==> src/sv/assert_macros.svh <==
// Assertion macros used by the rank-one update controller.
// Each macro expects the signals clk and arst_n in the module that uses it.
`ifndef ASSERT_MACROS_SVH
`define ASSERT_MACROS_SVH

// Property must hold at every rising edge outside reset.
`define ASSERT_ALWAYS(label, prop, msg) \
	label: assert property (@(posedge clk) disable iff (!arst_n) (prop)) else $error(msg);

// The expression must never be true at a rising edge outside reset.
`define ASSERT_NEVER(label, expr, msg) \
	label: assert property (@(posedge clk) disable iff (!arst_n) !(expr)) else $error(msg);

`endif

==> src/sv/r1opu_pkg.sv <==
// Package for the rank-one outer-product update core.
// Holds function codes, register indexes, widths and controller/datapath structs.
`default_nettype none

package r1opu_pkg;

	localparam int unsigned MAX_ROWS_DEF = 16;
	localparam int unsigned MAX_COLS_DEF = 16;

	localparam int FUNC_W  = 3;
	localparam int IDX_W   = 4;
	localparam int VEC_W   = 16;
	localparam int MAT_W   = 32;
	localparam int CFG_W   = 5;
	localparam int CFG_IDX_W = 1;
	// Width for comparing counts against the parameters (up to 1023) and registers.
	localparam int CNT_W   = 10;

	localparam logic [FUNC_W-1:0] FN_WR_MAT = 3'd0;
	localparam logic [FUNC_W-1:0] FN_LD_X   = 3'd1;
	localparam logic [FUNC_W-1:0] FN_LD_Y   = 3'd2;
	localparam logic [FUNC_W-1:0] FN_UPDATE = 3'd3;
	localparam logic [FUNC_W-1:0] FN_READ   = 3'd4;

	localparam logic [CFG_IDX_W-1:0] REG_ROWS = 1'b0;
	localparam logic [CFG_IDX_W-1:0] REG_COLS = 1'b1;

	localparam logic [CFG_W-1:0] CFG_RESET = 5'd16;

	localparam logic signed [MAT_W-1:0] Q_MAX = 32'sh7FFF_FFFF;
	localparam logic signed [MAT_W-1:0] Q_MIN = 32'sh8000_0000;

	typedef struct packed {
		logic wr_mat;
		logic wr_x;
		logic wr_y;
		logic walk_start;
		logic walk_issue;
		logic rd_issue;
		logic out_load_rd;
		logic out_load_upd;
	} r1opu_cmd_t;

	typedef struct packed {
		logic walk_last;
		logic walk_empty;
		logic pipe_busy;
	} r1opu_sts_t;

endpackage

`default_nettype wire

==> src/sv/r1opu_ctrl.sv <==
// Controller state machine of the rank-one update core.
// Depends on r1opu_pkg for command/status structs and function codes.
`default_nettype none

`include "assert_macros.svh"

module r1opu_ctrl
	import r1opu_pkg::*;
(
	input  wire logic              clk,
	input  wire logic              arst_n,
	input  wire logic              in_valid,
	output logic                   in_ready,
	input  wire logic [FUNC_W-1:0] func,
	output logic                   out_valid,
	input  wire logic              out_ready,
	input  wire r1opu_sts_t        sts,
	output r1opu_cmd_t             cmd
);

	localparam logic [1:0] ST_IDLE  = 2'd0;
	localparam logic [1:0] ST_WALK  = 2'd1;
	localparam logic [1:0] ST_DRAIN = 2'd2;
	localparam logic [1:0] ST_READ  = 2'd3;

	logic [1:0] state_q;
	logic [1:0] state_d;
	logic       out_valid_q;
	logic       out_free;
	logic       accept;
	logic [5:0] mem_cmds;

	assign in_ready  = (state_q == ST_IDLE);
	assign accept    = in_valid && in_ready;
	assign out_free  = !out_valid_q || out_ready;
	assign out_valid = out_valid_q;
	assign mem_cmds  = {cmd.wr_mat, cmd.wr_x, cmd.wr_y, cmd.walk_start, cmd.walk_issue,
		cmd.rd_issue};

	always_comb begin
		cmd     = '0;
		state_d = state_q;
		case (state_q)
			ST_IDLE: begin
				if (accept) begin
					case (func)
						FN_WR_MAT: cmd.wr_mat = 1'b1;
						FN_LD_X:   cmd.wr_x = 1'b1;
						FN_LD_Y:   cmd.wr_y = 1'b1;
						FN_UPDATE: begin
							cmd.walk_start = 1'b1;
							state_d = sts.walk_empty ? ST_DRAIN : ST_WALK;
						end
						FN_READ: begin
							cmd.rd_issue = 1'b1;
							state_d = ST_READ;
						end
						default: ;
					endcase
				end
			end
			ST_WALK: begin
				cmd.walk_issue = 1'b1;
				if (sts.walk_last) begin
					state_d = ST_DRAIN;
				end
			end
			ST_DRAIN: begin
				if (!sts.pipe_busy && out_free) begin
					cmd.out_load_upd = 1'b1;
					state_d = ST_IDLE;
				end
			end
			ST_READ: begin
				if (out_free) begin
					cmd.out_load_rd = 1'b1;
					state_d = ST_IDLE;
				end
			end
			default: state_d = ST_IDLE;
		endcase
	end

	always_ff @(posedge clk or negedge arst_n) begin
		if (!arst_n) begin
			state_q     <= ST_IDLE;
			out_valid_q <= 1'b0;
		end else begin
			state_q <= state_d;
			if (cmd.out_load_rd || cmd.out_load_upd) begin
				out_valid_q <= 1'b1;
			end else if (out_ready) begin
				out_valid_q <= 1'b0;
			end
		end
	end

	// The update pipeline must be empty whenever a new item can be taken.
	`ASSERT_ALWAYS(a_idle_drained, in_ready |-> !sts.pipe_busy, "item taken with update in flight")
	// Memory and walk commands are mutually exclusive.
	`ASSERT_ALWAYS(a_cmd_excl, $onehot0(mem_cmds), "conflicting datapath commands")
	// A read result is only waited for after a read was issued.
	`ASSERT_ALWAYS(a_read_origin, (state_q == ST_READ) |-> ($past(cmd.rd_issue) || $past(state_q == ST_READ)), "read state without a read")

endmodule

`default_nettype wire

==> config.mk <==
export PLATFORM = sky130hd
export DESIGN_NAME = r1opu_ctrl
export DESIGN_NICKNAME = d
export VERILOG_FILES = /design/src/sv/r1opu_pkg.sv /design/src/sv/r1opu_ctrl.sv
export VERILOG_INCLUDE_DIRS = /design/src /design/src/sv
export SDC_FILE = /design/constraint.sdc
export NUM_CORES = 1
export LEC_CHECK = 0
export ABC_CLOCK_PERIOD_IN_PS = 1100
export BUFFER_PORTS_ARGS = -buffer_cell sky130_fd_sc_hd__buf_2
export CAP_MARGIN = 30
export CORE_AREA = 3 3 40 42
export DETAILED_ROUTE_END_ITERATION = 16
export DIE_AREA = 0 0 43 45
export GPL_TIMING_DRIVEN = 0
export PLACE_DENSITY_LB_ADDON = 0.1
export SKIP_LAST_GASP = 1
export SLEW_MARGIN = 20
export SYNTH_ARGS = -nofsm -noshare
export SYNTH_HDL_FRONTEND = slang
export SYNTH_SLANG_ARGS = --single-unit
==> constraint.sdc <==
create_clock -name clk -period 1.1 [get_ports clk]
set_clock_uncertainty 0.15 [all_clocks]
set_input_delay 0.055 -clock clk [delete_from_list [all_inputs] [get_ports clk]]
set_output_delay 0.055 -clock clk [all_outputs]
set_load 0.02 [all_outputs]
# Word-level counts from Yosys, hierarchy flattened
# Index checks and enable logic that the tools add are counted.
[totals]
regBits = 3
input_bits = 10
out_inout_bits = 10
[op_classes]
n_eq_ne = 12
mux = 23
reduce_logical = 10
[op_table]
columns = ["cell", "count"]
rows = [
  ["1-bit two-way mux", 14],
  ["2-bit two-way mux", 5],
  ["4-bit two-way mux", 2],
  ["2-bit case mux with 4 select lines", 1],
  ["3-bit by 2-bit == test with 1-bit output (second input constant)", 2],
  ["2-bit != test (second input constant)", 3],
  ["5-bit AND reduction", 1],
  ["2-bit == test (second input constant)", 2],
  ["2-bit case mux with 2 select lines", 1],
  ["3-bit by 1-bit == test with 1-bit output (second input constant)", 1],
  ["3-bit == test (second input constant)", 1],
  ["3-bit zero test", 1],
  ["3-bit by 1-bit != test with 1-bit output (second input constant)", 1],
  ["2-bit by 1-bit == test with 1-bit output (second input constant)", 1],
  ["1-bit logical AND", 2],
  ["1-bit zero test", 2],
  ["2-bit zero test", 1],
  ["1-bit logical OR", 2],
  ["2-bit by 1-bit != test with 1-bit output (second input constant)", 1],
  ["2-bit nonzero test", 1],
]

# Logic depth before layout (Yosys ltp)
[depth]
depth_word = 7
depth_mapped = 4
ltp_nobuf = 3

# Worst setup path after synthesis
# No wires, ideal clock.
[synth_path]
kind = "register -> output"
start = "register state_q[1]"
end = "output port cmd[6] in the netlist's numbering"
arrival_ps = 1563
required_time_ps = 895
slack_ps = -668
path_stages_with_launch = 5
n_path_buf = 1
path_cell_list = "dfrtp_1 -> buf_2 -> nor2_4 -> nand2_2 -> nor4b_1"
[synth_rtl]
columns = ["item", "line_no", "source"]
rows = [
  ["start: declaration", "r1opu_ctrl.sv:26", "logic [1:0] state_q;"],
  ["start signal: assignment", "r1opu_ctrl.sv:89", "state_q <= state_d;"],
  ["end: declaration", "r1opu_ctrl.sv:18", "output r1opu_cmd_t cmd"],
]

==> impl_metrics.toml <==
[synth]
ys_top_cells_by_area = "dfrtp_1, nor2_1, nor4b_1"
synthCells = 31
synthDistinctLibCells = 21
synth_seq_area_share_pct = 29.3
synth_top_area_share_pct = 29.3
syn_nets = 41
ys_warn_count = 0
synth.avg_cell_area_um2 = 8.27
netlist_area_um2 = 256
synth-seq-cells = 3
yosys.area.top_type = "dfrtp_1"

[hold_path]
min_path_type = "input pin to flop"
min_from = "out_ready"

[finish]
stdcell_count = 75
final_cell_mix = "buf_2, buf_4, buf_6"
stdcell_area_um2 = 581
final_layout_size_suffix_gt1_share_pct = 75.0
nFillCells = 135
utilization_pct = 45.2
syn2layout_area_growth_pct = 126
fin_nets = 71
final_common_cell = "buf_2"
diodes = 0

[power_and_ir_drop]
swShare_pct = 43.2
power_uw = 1110
p_leak_uw = 0.000272
combPwrFrac_pct = 64.3
p_sw_uw = 479
powerDensity_nw_per_um2 = 1910
p_clk_share_pct = 17.0
vdd.ir_drop.worst_mv = 0.580
pwr-share-seq_pct = 18.6
p_int_uw = 631

[worst_setup_path]
slowest_delay_ns = 0.44
startpoint_type = "flop"
critPathKind = "flop to output port"
worst_path_max_delay_cell = "dfrtp_2"
crit_fanout = 4
crit_arrival_ns = 1.30
critPathTopFamily = "simple AND/OR/NAND/NOR gates"
r2r_start = "state_q[0]"
cp_num_buf_inv = 1
cp_cell_sequence = "nor2_4, nand2_4, nor4b_4, buf_4"
crit_path_start = "state_q[0]"
cp-end-kind = "output port"
required_ns = 0.89

[clock_tree]
cts_buffer_depth = 2
cts_max_level = 1
numClockSinks = 3
insertion_delay_ns = 0.23
cts_root_buf = "clkbuf_4"
cts-hold-fix-buffers = 1
cts_made_buffers = 3
cts_tree = "done"
path_clk_slew_ns = 0.04

[placement]
dp_cells = 65
gp_congestion = 0.710
portBuffers = 19
post_dp_cell_area_um2 = 434
hpwl_um = 651

[run_status]
violations = "negative hold slack, negative setup slack"
status = "finished with violations"

[detailed_routing]
wl_per_cell_um = 12.5
wl_um = 937
first_pass_iters = 2
route.vias.total = 355
drc = 0
viasPerCell = 4.73
drtIter0Drc = 3
drt.antenna.violating_nets = 0

[floorplanning]
core_um2 = 1280
io_pins = 20
chipWidth_um = 43
die_h_um = 45
fp-row-count = 13
dieArea_um2 = 1940
initial_core_util_pct = 20.0

[sta]
finalHoldViolations = 1
fin_hold_ws_ns = -0.0194
drv_slew = 0
rsz0062_at_grt = "yes"
period_needed_ns = 1.51
min_period_over_period_pct = 137
slew_headroom_pct = 86.0
timing.fmax_ghz = 0.662
tightest_slew_ns = 0.209
fin_ws_ns = -0.410
finalSetupViolCount = 11

[global_routing]
antenna_found_initial = 0
grt_pass1_vias = 374
grt_start_max_net_pins = 7
grt_pass1_wl_um = 1510
track_usage_pct = 10.7
grt.overflow.total = 0

[flow_run]
drv_cap = 0
-- power by group through the flow --
stage / sequential, µW / clock [µW] / combinational, µW
floorplan: 208 / 0 / 357
global placement: 189 / 0 / 503
detailed placement: 190 / 0 / 516
CTS: 188 / 197 / 683
global route: 211 / 218 / 760
finish: 207 / 189 / 714
-- cells in the mapped netlist (all sizes together) --
master,number
nand2,4
dfrtp,3
mux2i,1
or3b,1
nand2b,1
o21ai,2
a21oi,1
nor4b,2
inv,2
nand3b,1
a32o,1
o221a,1
nor3,1
o211ai,1
nand4bb,1
nor2,6
nor4,1
buf,1
-- metal layers --
layer / vias up / wire length [µm] / global-route usage [%]
li1: 172 / - / -
met1: 166 / 343 / 9.95
met2: 17 / 510 / 20.1
met3: 0 / 82 / 3.19
met4: 0 / 0 / 7.23
met5: - / 0 / 0
-- worst min-delay path, delay by kind of cell --
kind,cells,cell delay (ns)
simple gates,2,0.19
buf+inv,1,0.08
-- registers in the layout, summed over array words and instances (netlist names) --
signal,count
out_valid,1
state_q,2
-- stage by stage --
stage | TNS (ns) | setup slack, ns | hold WS (ns)
floorplan | -1.43 | -0.306 | -0.391
global placement | -0.941 | -0.284 | -0.300
detailed placement | -0.992 | -0.290 | -0.297
CTS | -3.32 | -0.429 | -0.0253
global route | -3.69 | -0.486 | -0.0187
finish | -3.05 | -0.410 | -0.0194
-- worst paths after layout --
kind	slack (ns)	to	cells past startpoint
min reg2reg	0.39	out_valid	2
max	-0.41	cmd[5]	4
max reg2reg	-0.20	state_q[1]	5
max in group asynchronous	0.67	state_q[0]	2
min in group asynchronous	0.01	out_valid	2
min	-0.02	out_valid	3
-- logic make-up after synthesis --
kind of cell / share of synthesized area, %
flops: 29.3
buf+inv: 4.88
mux: 3.90
compound gates: 19.0
simple gates: 42.9
-- layout make-up --
cell class	count	area [µm²]	share of cell area, %
timing repair buffer	26	195	33.6
multi-input combinational	25	255	44.0
tap	15	18.8	3.23
clock buffer	4	26.3	4.53
inverter	2	7.51	1.29
sequential	3	77.6	13.4
-- repair_timing --
item | CTS | global route
hold endpoints to repair | 4 | 1
setup endpoints to repair | 10 | 11
pin swaps | 4 | 5
setup buffers | 3 | 3
gates resized for setup | 19 | 5
Note: power is estimated with default switching activity, not from simulation.
